===== src/hw/rtl/pid_pkg.sv =====
// Shared widths, constants and controller/datapath interface types
// for the PID step block. No dependencies.
package pid_pkg;

    localparam int unsigned ErrW     = 16;
    localparam int unsigned DtW      = 16;
    localparam int unsigned GainW    = 16;
    localparam int unsigned SumW     = 32;
    localparam int unsigned CmdW     = 32;
    localparam int unsigned CfgIdxW  = 2;
    localparam int unsigned InDataW  = ErrW + DtW;
    localparam int unsigned OutUserW = 2;

    // shared multiplier: 34b signed x 18b signed
    localparam int unsigned MulAW = 34;
    localparam int unsigned MulBW = 18;
    localparam int unsigned ProdW = MulAW + MulBW;
    localparam int unsigned HalfW = 16;

    localparam int unsigned DerivW = ErrW + 1;
    localparam int unsigned M1W    = GainW + DtW + 1;
    localparam int unsigned AccW   = 64;
    localparam int unsigned IShift = 24;
    localparam int unsigned PShift = 8;
    localparam int unsigned PW     = 2 * ErrW - PShift;
    localparam int unsigned IW     = AccW - IShift;
    localparam int unsigned NumW   = GainW + DerivW;
    localparam int unsigned QuoW   = 40;
    localparam int unsigned DW     = QuoW + 1;
    localparam int unsigned TotW   = 43;

    localparam int unsigned DivSteps = QuoW;
    localparam int unsigned CntW     = $clog2(DivSteps);

    localparam logic signed [GainW-1:0] KP_RESET = 16'sd256;
    localparam logic signed [GainW-1:0] KI_RESET = 16'sd0;
    localparam logic signed [GainW-1:0] KD_RESET = -16'sd9;

    localparam logic [SumW-1:0] S32_MAX = 32'h7FFF_FFFF;
    localparam logic [SumW-1:0] S32_MIN = 32'h8000_0000;

    typedef enum logic [CfgIdxW-1:0] {
        CFG_KP = 2'd0,
        CFG_KI = 2'd1,
        CFG_KD = 2'd2
    } t_cfg_idx;

    typedef enum logic [3:0] {
        OP_NONE,
        OP_LOAD,
        OP_DECODE,
        OP_MUL_P,
        OP_MUL_KI,
        OP_SAVE_M1,
        OP_MUL_LO,
        OP_MUL_HI,
        OP_MUL_KD,
        OP_DIV_INIT,
        OP_DIV_STEP,
        OP_FIX_D,
        OP_SUM
    } t_dp_op;

    typedef struct packed {
        t_dp_op op;
        logic   out_load;
    } t_dp_cmd;

    typedef struct packed {
        logic is_clear;
        logic dt_zero;
    } t_dp_status;

endpackage


===== src/hw/rtl/pid_ctrl.sv =====
// Sequencer for the PID step: walks the datapath through one request.
// Depends on pid_pkg.
module pid_ctrl
    import pid_pkg::*;
(
    input  logic       i_clk,
    input  logic       i_rst_n,
    input  logic       i_in_valid,
    output logic       o_in_ready,
    output logic       o_out_valid,
    input  logic       i_out_ready,
    output t_dp_cmd    o_cmd,
    input  t_dp_status i_status
);

    typedef enum logic [3:0] {
        S_IDLE,
        S_DECODE,
        S_MUL_P,
        S_MUL_KI,
        S_SAVE_M1,
        S_MUL_LO,
        S_MUL_HI,
        S_MUL_KD,
        S_DIV_INIT,
        S_DIV,
        S_FIX_D,
        S_SUM,
        S_FINISH
    } t_state;

    t_state          r_state;
    logic [CntW-1:0] r_cnt;
    logic            r_out_valid;
    logic            w_out_load;

    assign o_in_ready  = (r_state == S_IDLE);
    assign o_out_valid = r_out_valid;
    // result register is free when empty or being drained this cycle
    assign w_out_load  = (r_state == S_FINISH) && (!r_out_valid || i_out_ready);

    always_comb begin
        o_cmd.out_load = w_out_load;
        case (r_state)
            S_IDLE:     o_cmd.op = i_in_valid ? OP_LOAD : OP_NONE;
            S_DECODE:   o_cmd.op = OP_DECODE;
            S_MUL_P:    o_cmd.op = OP_MUL_P;
            S_MUL_KI:   o_cmd.op = OP_MUL_KI;
            S_SAVE_M1:  o_cmd.op = OP_SAVE_M1;
            S_MUL_LO:   o_cmd.op = OP_MUL_LO;
            S_MUL_HI:   o_cmd.op = OP_MUL_HI;
            S_MUL_KD:   o_cmd.op = OP_MUL_KD;
            S_DIV_INIT: o_cmd.op = OP_DIV_INIT;
            S_DIV:      o_cmd.op = OP_DIV_STEP;
            S_FIX_D:    o_cmd.op = OP_FIX_D;
            S_SUM:      o_cmd.op = OP_SUM;
            default:    o_cmd.op = OP_NONE;
        endcase
    end

    always_ff @(posedge i_clk) begin
        if (!i_rst_n) begin
            r_state     <= S_IDLE;
            r_cnt       <= '0;
            r_out_valid <= 1'b0;
        end else begin
            // a load refills the register in the same cycle it drains
            if (w_out_load) begin
                r_out_valid <= 1'b1;
            end else if (r_out_valid && i_out_ready) begin
                r_out_valid <= 1'b0;
            end
            case (r_state)
                S_IDLE: begin
                    if (i_in_valid) r_state <= S_DECODE;
                end
                S_DECODE: begin
                    if (i_status.is_clear || i_status.dt_zero) r_state <= S_FINISH;
                    else r_state <= S_MUL_P;
                end
                S_MUL_P:   r_state <= S_MUL_KI;
                S_MUL_KI:  r_state <= S_SAVE_M1;
                S_SAVE_M1: r_state <= S_MUL_LO;
                S_MUL_LO:  r_state <= S_MUL_HI;
                S_MUL_HI:  r_state <= S_MUL_KD;
                S_MUL_KD:  r_state <= S_DIV_INIT;
                S_DIV_INIT: begin
                    r_cnt   <= '0;
                    r_state <= S_DIV;
                end
                S_DIV: begin
                    r_cnt <= r_cnt + 1'b1;
                    if (r_cnt == CntW'(DivSteps - 1)) r_state <= S_FIX_D;
                end
                S_FIX_D: r_state <= S_SUM;
                S_SUM:   r_state <= S_FINISH;
                S_FINISH: begin
                    if (w_out_load) r_state <= S_IDLE;
                end
                default: r_state <= S_IDLE;
            endcase
        end
    end

endmodule


===== src/hw/rtl/pid_datapath.sv =====
// PID step datapath: gains, loop state, shared multiplier, restoring
// divider and result register. Depends on pid_pkg.
module pid_datapath
    import pid_pkg::*;
(
    input  logic                i_clk,
    input  logic                i_rst_n,
    input  t_dp_cmd             i_cmd,
    output t_dp_status          o_status,
    input  logic                i_cfg_we,
    input  logic [CfgIdxW-1:0]  i_cfg_index,
    input  logic [GainW-1:0]    i_cfg_data,
    input  logic [InDataW-1:0]  i_in_data,
    input  logic                i_in_user,
    output logic [CmdW-1:0]     o_out_data,
    output logic [OutUserW-1:0] o_out_user
);

    // configuration
    logic signed [GainW-1:0] r_kp, r_ki, r_kd;
    // loop state
    logic signed [SumW-1:0]  r_sum;
    logic signed [ErrW-1:0]  r_last;
    // request
    logic signed [ErrW-1:0]  r_e;
    logic [DtW-1:0]          r_dt;
    logic                    r_clear;
    // working registers
    logic signed [DerivW-1:0] r_deriv;
    logic                     r_sat;
    logic signed [ProdW-1:0]  r_prod;
    logic signed [PW-1:0]     r_p;
    logic signed [M1W-1:0]    r_m1;
    logic signed [AccW-1:0]   r_acc;
    logic signed [IW-1:0]     r_i;
    logic [QuoW-1:0]          r_quo;
    logic [DtW-1:0]           r_rem;
    logic                     r_neg;
    logic signed [DW-1:0]     r_d;
    logic signed [TotW-1:0]   r_tot;
    // result
    logic [CmdW-1:0]          r_out_cmd;
    logic                     r_out_sat;
    logic                     r_out_iz;

    logic                     w_dt_zero;
    logic [SumW:0]            w_sum_ext;
    logic                     w_sum_ovf;
    logic signed [MulAW-1:0]  w_mul_a;
    logic signed [MulBW-1:0]  w_mul_b;
    logic signed [ProdW-1:0]  w_prod;
    logic signed [AccW-1:0]   w_hi_sh;
    logic [NumW-1:0]          w_num;
    logic [NumW-1:0]          w_mag;
    logic [DtW:0]             w_rem_sh;
    logic [DtW:0]             w_trial;
    logic                     w_ge;
    logic [DW-1:0]            w_quo_adj;
    logic                     w_tot_ovf;

    assign w_dt_zero = (r_dt == '0);
    assign o_status.is_clear = r_clear;
    assign o_status.dt_zero  = w_dt_zero;

    assign w_sum_ext = {r_sum[SumW-1], r_sum} + {{(SumW + 1 - ErrW){r_e[ErrW-1]}}, r_e};
    assign w_sum_ovf = (w_sum_ext[SumW] != w_sum_ext[SumW-1]);

    // operand select for the shared multiplier
    always_comb begin
        w_mul_a = '0;
        w_mul_b = '0;
        case (i_cmd.op)
            OP_MUL_P: begin
                w_mul_a = {{(MulAW - GainW){r_kp[GainW-1]}}, r_kp};
                w_mul_b = {{(MulBW - ErrW){r_e[ErrW-1]}}, r_e};
            end
            OP_MUL_KI: begin
                w_mul_a = {{(MulAW - GainW){r_ki[GainW-1]}}, r_ki};
                w_mul_b = {{(MulBW - DtW){1'b0}}, r_dt};
            end
            OP_MUL_LO: begin
                w_mul_a = {{(MulAW - M1W){r_m1[M1W-1]}}, r_m1};
                w_mul_b = {{(MulBW - HalfW){1'b0}}, r_sum[HalfW-1:0]};
            end
            OP_MUL_HI: begin
                w_mul_a = {{(MulAW - M1W){r_m1[M1W-1]}}, r_m1};
                w_mul_b = {{(MulBW - HalfW){r_sum[SumW-1]}}, r_sum[SumW-1:HalfW]};
            end
            OP_MUL_KD: begin
                w_mul_a = {{(MulAW - GainW){r_kd[GainW-1]}}, r_kd};
                w_mul_b = {{(MulBW - DerivW){r_deriv[DerivW-1]}}, r_deriv};
            end
            default: begin
                w_mul_a = '0;
                w_mul_b = '0;
            end
        endcase
    end

    assign w_prod  = w_mul_a * w_mul_b;
    assign w_hi_sh = {{(AccW - ProdW){r_prod[ProdW-1]}}, r_prod} <<< HalfW;

    // magnitude of kd*deriv for the divider
    assign w_num = r_prod[NumW-1:0];
    assign w_mag = w_num[NumW-1] ? (~w_num + 1'b1) : w_num;

    // one restoring step
    assign w_rem_sh = {r_rem, r_quo[QuoW-1]};
    assign w_ge     = (w_rem_sh >= {1'b0, r_dt});
    assign w_trial  = w_rem_sh - {1'b0, r_dt};

    // negative quotient floors away from zero when inexact
    assign w_quo_adj = {1'b0, r_quo} + DW'(r_rem != '0);
    assign w_tot_ovf = (r_tot[TotW-1:CmdW-1] != {(TotW - CmdW + 1){r_tot[TotW-1]}});

    // gains and loop state
    always_ff @(posedge i_clk) begin
        if (!i_rst_n) begin
            r_kp   <= KP_RESET;
            r_ki   <= KI_RESET;
            r_kd   <= KD_RESET;
            r_sum  <= '0;
            r_last <= '0;
        end else begin
            if (i_cfg_we) begin
                case (i_cfg_index)
                    CFG_KP:  r_kp <= i_cfg_data;
                    CFG_KI:  r_ki <= i_cfg_data;
                    CFG_KD:  r_kd <= i_cfg_data;
                    default: ;
                endcase
            end
            if (i_cmd.op == OP_DECODE) begin
                if (r_clear) begin
                    r_sum  <= '0;
                    r_last <= '0;
                end else if (!w_dt_zero) begin
                    r_last <= r_e;
                    if (w_sum_ovf) r_sum <= w_sum_ext[SumW] ? S32_MIN : S32_MAX;
                    else r_sum <= w_sum_ext[SumW-1:0];
                end
            end
        end
    end

    // working registers
    always_ff @(posedge i_clk) begin
        case (i_cmd.op)
            OP_LOAD: begin
                r_e     <= i_in_data[ErrW-1:0];
                r_dt    <= i_in_data[InDataW-1:ErrW];
                r_clear <= i_in_user;
                r_sat   <= 1'b0;
            end
            OP_DECODE: begin
                r_deriv <= {r_e[ErrW-1], r_e} - {r_last[ErrW-1], r_last};
                r_sat   <= !r_clear && !w_dt_zero && w_sum_ovf;
            end
            OP_MUL_P: r_prod <= w_prod;
            OP_MUL_KI: begin
                r_p    <= r_prod[2*ErrW-1:PShift];
                r_prod <= w_prod;
            end
            OP_SAVE_M1: r_m1 <= r_prod[M1W-1:0];
            OP_MUL_LO:  r_prod <= w_prod;
            OP_MUL_HI: begin
                r_acc  <= {{(AccW - ProdW){r_prod[ProdW-1]}}, r_prod};
                r_prod <= w_prod;
            end
            OP_MUL_KD: begin
                r_acc  <= r_acc + w_hi_sh;
                r_prod <= w_prod;
            end
            OP_DIV_INIT: begin
                r_i   <= r_acc[AccW-1:IShift];
                r_neg <= w_num[NumW-1];
                r_quo <= {w_mag[QuoW-PShift-1:0], {PShift{1'b0}}};
                r_rem <= '0;
            end
            OP_DIV_STEP: begin
                r_rem <= w_ge ? w_trial[DtW-1:0] : w_rem_sh[DtW-1:0];
                r_quo <= {r_quo[QuoW-2:0], w_ge};
            end
            OP_FIX_D: r_d <= r_neg ? -w_quo_adj : {1'b0, r_quo};
            OP_SUM: begin
                r_tot <= {{(TotW - PW){r_p[PW-1]}}, r_p}
                       + {{(TotW - IW){r_i[IW-1]}}, r_i}
                       + {{(TotW - DW){r_d[DW-1]}}, r_d};
            end
            default: ;
        endcase
    end

    // result register
    always_ff @(posedge i_clk) begin
        if (i_cmd.out_load) begin
            if (r_clear || w_dt_zero) begin
                r_out_cmd <= '0;
                r_out_sat <= 1'b0;
                r_out_iz  <= !r_clear;
            end else begin
                if (w_tot_ovf) r_out_cmd <= r_tot[TotW-1] ? S32_MIN : S32_MAX;
                else r_out_cmd <= r_tot[CmdW-1:0];
                r_out_sat <= r_sat || w_tot_ovf;
                r_out_iz  <= 1'b0;
            end
        end
    end

    assign o_out_data = r_out_cmd;
    assign o_out_user = {r_out_iz, r_out_sat};

endmodule


===== src/hw/rtl/pid_controller_step.sv =====
// Top level of the positional PID steering step: sequencer plus datapath.
// Depends on pid_pkg, pid_ctrl, pid_datapath.
//
//  channel   dir  handshake                      payload
//  s_axis    in   s_axis_tvalid / s_axis_tready  tdata: angle_error, interval; tuser: action
//  m_axis    out  m_axis_tvalid / m_axis_tready  tdata: command; tuser: saturated, interval_zero
//  cfg       in   i_cfg_valid / o_cfg_ready      i_cfg_index, i_cfg_data (Q8.8 gain)
//
// A regulating request runs these steps after its accept: the shared 34x18
// multiplier runs five products (a save step stores ki*dt between the second
// and third), then the restoring divider for the derivative term runs one
// quotient bit per cycle, 40 steps.
// A clear or zero-interval request goes from decode straight to the finish step.
// Reset (sync, active low) restores the gains to 1.0 / 0 / -9/256 and zeroes
// the integral and previous error. The config port is always ready.
// A new request is taken while a finished result still waits on m_axis;
// the next result stalls in its last step until the output register frees.
module pid_controller_step
    import pid_pkg::*;
(
    input  logic                i_clk,
    input  logic                i_rst_n,
    // request in
    input  logic                s_axis_tvalid,
    output logic                s_axis_tready,
    input  logic [InDataW-1:0]  s_axis_tdata,   // [15:0] angle_error, [31:16] interval
    input  logic                s_axis_tuser,   // [0] action (1 = clear)
    // result out
    output logic                m_axis_tvalid,
    input  logic                m_axis_tready,
    output logic [CmdW-1:0]     m_axis_tdata,   // [31:0] command
    output logic [OutUserW-1:0] m_axis_tuser,   // [0] saturated, [1] interval_zero
    // gain writes
    input  logic                i_cfg_valid,
    output logic                o_cfg_ready,
    input  logic [CfgIdxW-1:0]  i_cfg_index,
    input  logic [GainW-1:0]    i_cfg_data
);

    t_dp_cmd    w_cmd;
    t_dp_status w_status;

    assign o_cfg_ready = 1'b1;

    pid_ctrl u_ctrl (
        .i_clk       (i_clk),
        .i_rst_n     (i_rst_n),
        .i_in_valid  (s_axis_tvalid),
        .o_in_ready  (s_axis_tready),
        .o_out_valid (m_axis_tvalid),
        .i_out_ready (m_axis_tready),
        .o_cmd       (w_cmd),
        .i_status    (w_status)
    );

    pid_datapath u_dp (
        .i_clk       (i_clk),
        .i_rst_n     (i_rst_n),
        .i_cmd       (w_cmd),
        .o_status    (w_status),
        .i_cfg_we    (i_cfg_valid),
        .i_cfg_index (i_cfg_index),
        .i_cfg_data  (i_cfg_data),
        .i_in_data   (s_axis_tdata),
        .i_in_user   (s_axis_tuser),
        .o_out_data  (m_axis_tdata),
        .o_out_user  (m_axis_tuser)
    );

endmodule


===== config.mk =====
export PLATFORM = sky130hd
export DESIGN_NAME = pid_controller_step
export DESIGN_NICKNAME = d
export VERILOG_FILES = /design/src/hw/rtl/pid_pkg.sv /design/src/hw/rtl/pid_ctrl.sv /design/src/hw/rtl/pid_datapath.sv /design/src/hw/rtl/pid_controller_step.sv
export SDC_FILE = /design/constraint.sdc
export NUM_CORES = 2
export LEC_CHECK = 0
export ABC_AREA = 1
export ABC_CLOCK_PERIOD_IN_PS = 10800
export BUFFER_PORTS_ARGS = -buffer_cell sky130_fd_sc_hd__buf_2
export CAP_MARGIN = 20
export CORE_ASPECT_RATIO = 2
export CORE_MARGIN = 5
export CORE_UTILIZATION = 35
export CTS_CLUSTER_DIAMETER = 80
export CTS_CLUSTER_SIZE = 25
export DETAILED_ROUTE_END_ITERATION = 8
export GPL_ROUTABILITY_DRIVEN = 0
export SETUP_SLACK_MARGIN = 0.5
export SLEW_MARGIN = 25
export SYNTH_ARGS = -nofsm -noshare
export SYNTH_HDL_FRONTEND = slang
export SYNTH_SLANG_ARGS = --single-unit

===== constraint.sdc =====
create_clock -name i_clk -period 10.8 [get_ports i_clk]
set_input_delay 2.16 -clock i_clk [delete_from_list [all_inputs] [get_ports i_clk]]
set_output_delay 2.16 -clock i_clk [all_outputs]
set_load 0.1 [all_outputs]

==> impl_metrics.csv <==
group,metric,value,unit
route,dr.pass1.iters,6,
power,ir_worst_vdd,0.000191,V
finish,nNetsFinal,8193,
critical_path,path_class,"flop to flop",
synth,synthTopCellsByCount,"nand2_1, inv_1, nor2_1",
timing,period_minus_slack,9.94,ns
timing,finalHoldViolCount,0,
cts,root_buffer,"clkbuf_16",
route,drt-initial-drc-count,3806,
critical_path,arrival,10.33,ns
grt,grt_first_pass_wirelength,323,mm
synth,synth_top_flop_cell,"edfxtp_1",
power,p_leak,26.8,nW
cts,clock-sinks,530,
critical_path,required,11.19,ns
timing,fin_setup_tns,0,ns
cts,htree_levels,1,
synth,synth_top_cell_by_area,"edfxtp_1",
critical_path,cp-end-kind,"flop",
floorplan,die_h,581,um
timing,rsz0062_at_grt,"false",
synth,synth_most_common_cell,"nand2_1",
timing,tightest_slew,1.12,ns
synth,ys_ff_latch,530,
cts,clock_latency,0.68,ns
run,cap_violations,0,
floorplan,rows,209,
critical_path,cp_max_fo,32,
placement,io_buffer_count,91,
floorplan,chipWidth,295,um
grt,antenna_found_initial,17,
synth,synth_cell_types,62,
synth,synthTopCellsByArea,"edfxtp_1, fa_1, nand2_1",
finish,multi_input_area,0.0362,sq mm
critical_path,startpoint_type,"flop",
cts,cts_buffers,26,
grt,grt_use_total,25.3,%
cts,clkTransAtPathRegs,0.10,ns
grt,grt_max_degree,60,
synth,yosysTopAreaCellShare,22.3,%
min_path,hp-class,"flop to flop",
timing,period_share,92.1,%
cts,cts_setup_buffers,0,
route,drc,0,
power,powerDensity,127,mW/mm^2
placement,place_hpwl,180,mm
synth,syn_inst,7190,
timing,fmax,101,MHz
cts,cts_tree,"yes",
route,finalWirelength,221,mm
finish,drive_gt1_share,4.73,%
route,vias_per_cell,5.39,
finish,regArea,0.0148,sq mm
run_status,status,"complete, no violations",
synth,yosysSeqAreaShare,26.1,%
floorplan,io_pins,93,
route,wl_per_cell,23.7,um
finish,fill_cells,16600,
grt,grt_pass1_vias,52700,
cts,cts_resized,0,
grt,gr-total-overflow,0,
route,vias,50200,
synth,syn_area,0.0570,sq mm
floorplan,die-area,0.171,sq mm
cts,clockBufferDepth,3,
synth,syn_nets,8186,
critical_path,critPathSlowestCell,"nor2_1",
route,ant_nets,0,
synth,syn_avg_cell_area,7.92,sq um
cts,hold_buffers,0,
synth,yosys_warnings,0,
timing,setup_viol,0,
timing,finalClockSkew,0.0641,ns
timing,slew_viol_final,0,
synth,synth_edf_count,423,
finish,fin_util,37.3,%
finish,areaGrowthSynthToFinish,6.09,%
floorplan,coreArea,0.162,sq mm
synth,synthArstFlopShare,0,%
timing,max-slew-margin-rel,24.4,%
floorplan,start_util,35.2,%
critical_path,slowest_delay,0.92,ns
[final timing paths]
path | from | endpoint | slack [ns] | cells after the start
worst min-delay path | u_ctrl.r_cnt[4] | u_ctrl.r_cnt[4] | 0.46 | 1
worst max register to register | u_ctrl.r_state[2] | u_dp.r_prod[44] | 0.86 | 27
worst max-delay path | u_ctrl.r_state[2] | u_dp.r_prod[44] | 0.86 | 27
worst min register to register | u_ctrl.r_cnt[4] | u_ctrl.r_cnt[4] | 0.46 | 1
[layout by cell type (no fill, tap or decap), drive strengths merged, types with 19 or more instances in the layout]
cell type / synthesis / layout
ha: 359 / 359
buf: 102 / 146
nand2: 1552 / 1552
clkbuf: 65 / 37
xor2: 129 / 129
nand4: 59 / 59
o22ai: 19 / 19
nand3b: 21 / 21
xnor2: 80 / 80
nor3: 56 / 56
o21ai: 362 / 362
inv: 1342 / 1343
a21o: 34 / 34
or2: 23 / 23
fa: 581 / 581
edfxtp: 423 / 423
a31oi: 61 / 61
nand3: 298 / 298
dfxtp: 107 / 107
a21oi: 464 / 464
o21bai: 50 / 50
nor2: 864 / 864
nor4: 29 / 29
[per-stage QoR]
| step | setup WS (ns) | instances | hold slack (ns) | power [W] | instance area [sq um] |
|---|---|---|---|---|---|
| floorplan | 3.67 | 7190 | 0.422 | 0.00518 | 57000 |
| finish | 0.858 | 9325 | 0.461 | 0.00767 | 60400 |
| global route | 0.736 | 9322 | 0.484 | 0.00808 | 60400 |
| global placement | 1.83 | 9279 | 0.438 | 0.00640 | 59600 |
| detailed placement | 1.78 | 9279 | 0.443 | 0.00642 | 59600 |
| CTS | 1.73 | 9321 | 0.457 | 0.00760 | 60400 |
[registers in the layout (all words and copies together), names as in the netlist, 17 cells and up]
register / count
u_dp.r_d: 41
u_dp.r_p: 24
u_dp.r_i: 40
u_dp.r_sum: 32
u_dp.r_tot: 43
u_dp.r_quo: 40
u_dp.r_acc: 48
u_dp.r_deriv: 17
u_dp.r_m1: 33
u_dp.o_out_data: 32
u_dp.r_prod: 52
[worst max-delay path: cells and delay by family, from the launching register on]
kind / cells / cell delay (ns)
and+or+nand+nor: 11 / 4.59
adders and majority gates: 7 / 3.18
xor gates and xnor gates: 1 / 0.09
buffers and inverters: 7 / 1.09
DFF: 1 / 0.43
AOI/OAI and AO/OA: 1 / 0.23
[cells by family after synthesis]
group | Yosys count | share of synthesized area (%)
simple gates | 2934 | 21.2
buf+inv | 1512 | 10.6
compound gates | 1064 | 10.6
fa+ha+maj | 940 | 28.3
flops | 530 | 26.1
xor+xnor | 209 | 3.21
other cells | 1 | 0.00658
[area by class of cell]
class                           count  share of cell area [%]
Clock buffer                       37                    1.18
Inverter                         1345                    8.42
Sequential cell                   530                    24.6
Antenna cell                        4                  0.0166
Tap cell                         2110                    4.37
Clock inverter                      5                   0.124
Timing Repair Buffer              146                    1.44
Multi-Input combinational cell   5148                    59.9
[per-layer routing]
metal	GRT usage [%]	vias to the layer above	wire length, um
li1	-	22800	-
met1	23.2	24000	66200
met2	46.1	2313	113000
met3	3.45	1064	12800
met4	25.2	6	29300
met5	0.0284	-	39
[power breakdown]
group | internal [W] | total, W | leakage [nW] | switching (W)
clock | 0.000476 | 0.00118 | 0.380 | 0.000706
sequential | 0.00257 | 0.00282 | 4.73 | 0.000255
combinational | 0.00105 | 0.00366 | 21.7 | 0.00261
total | 0.00410 | 0.00767 | 26.8 | 0.00357
Power figures use the tool's default switching activity.
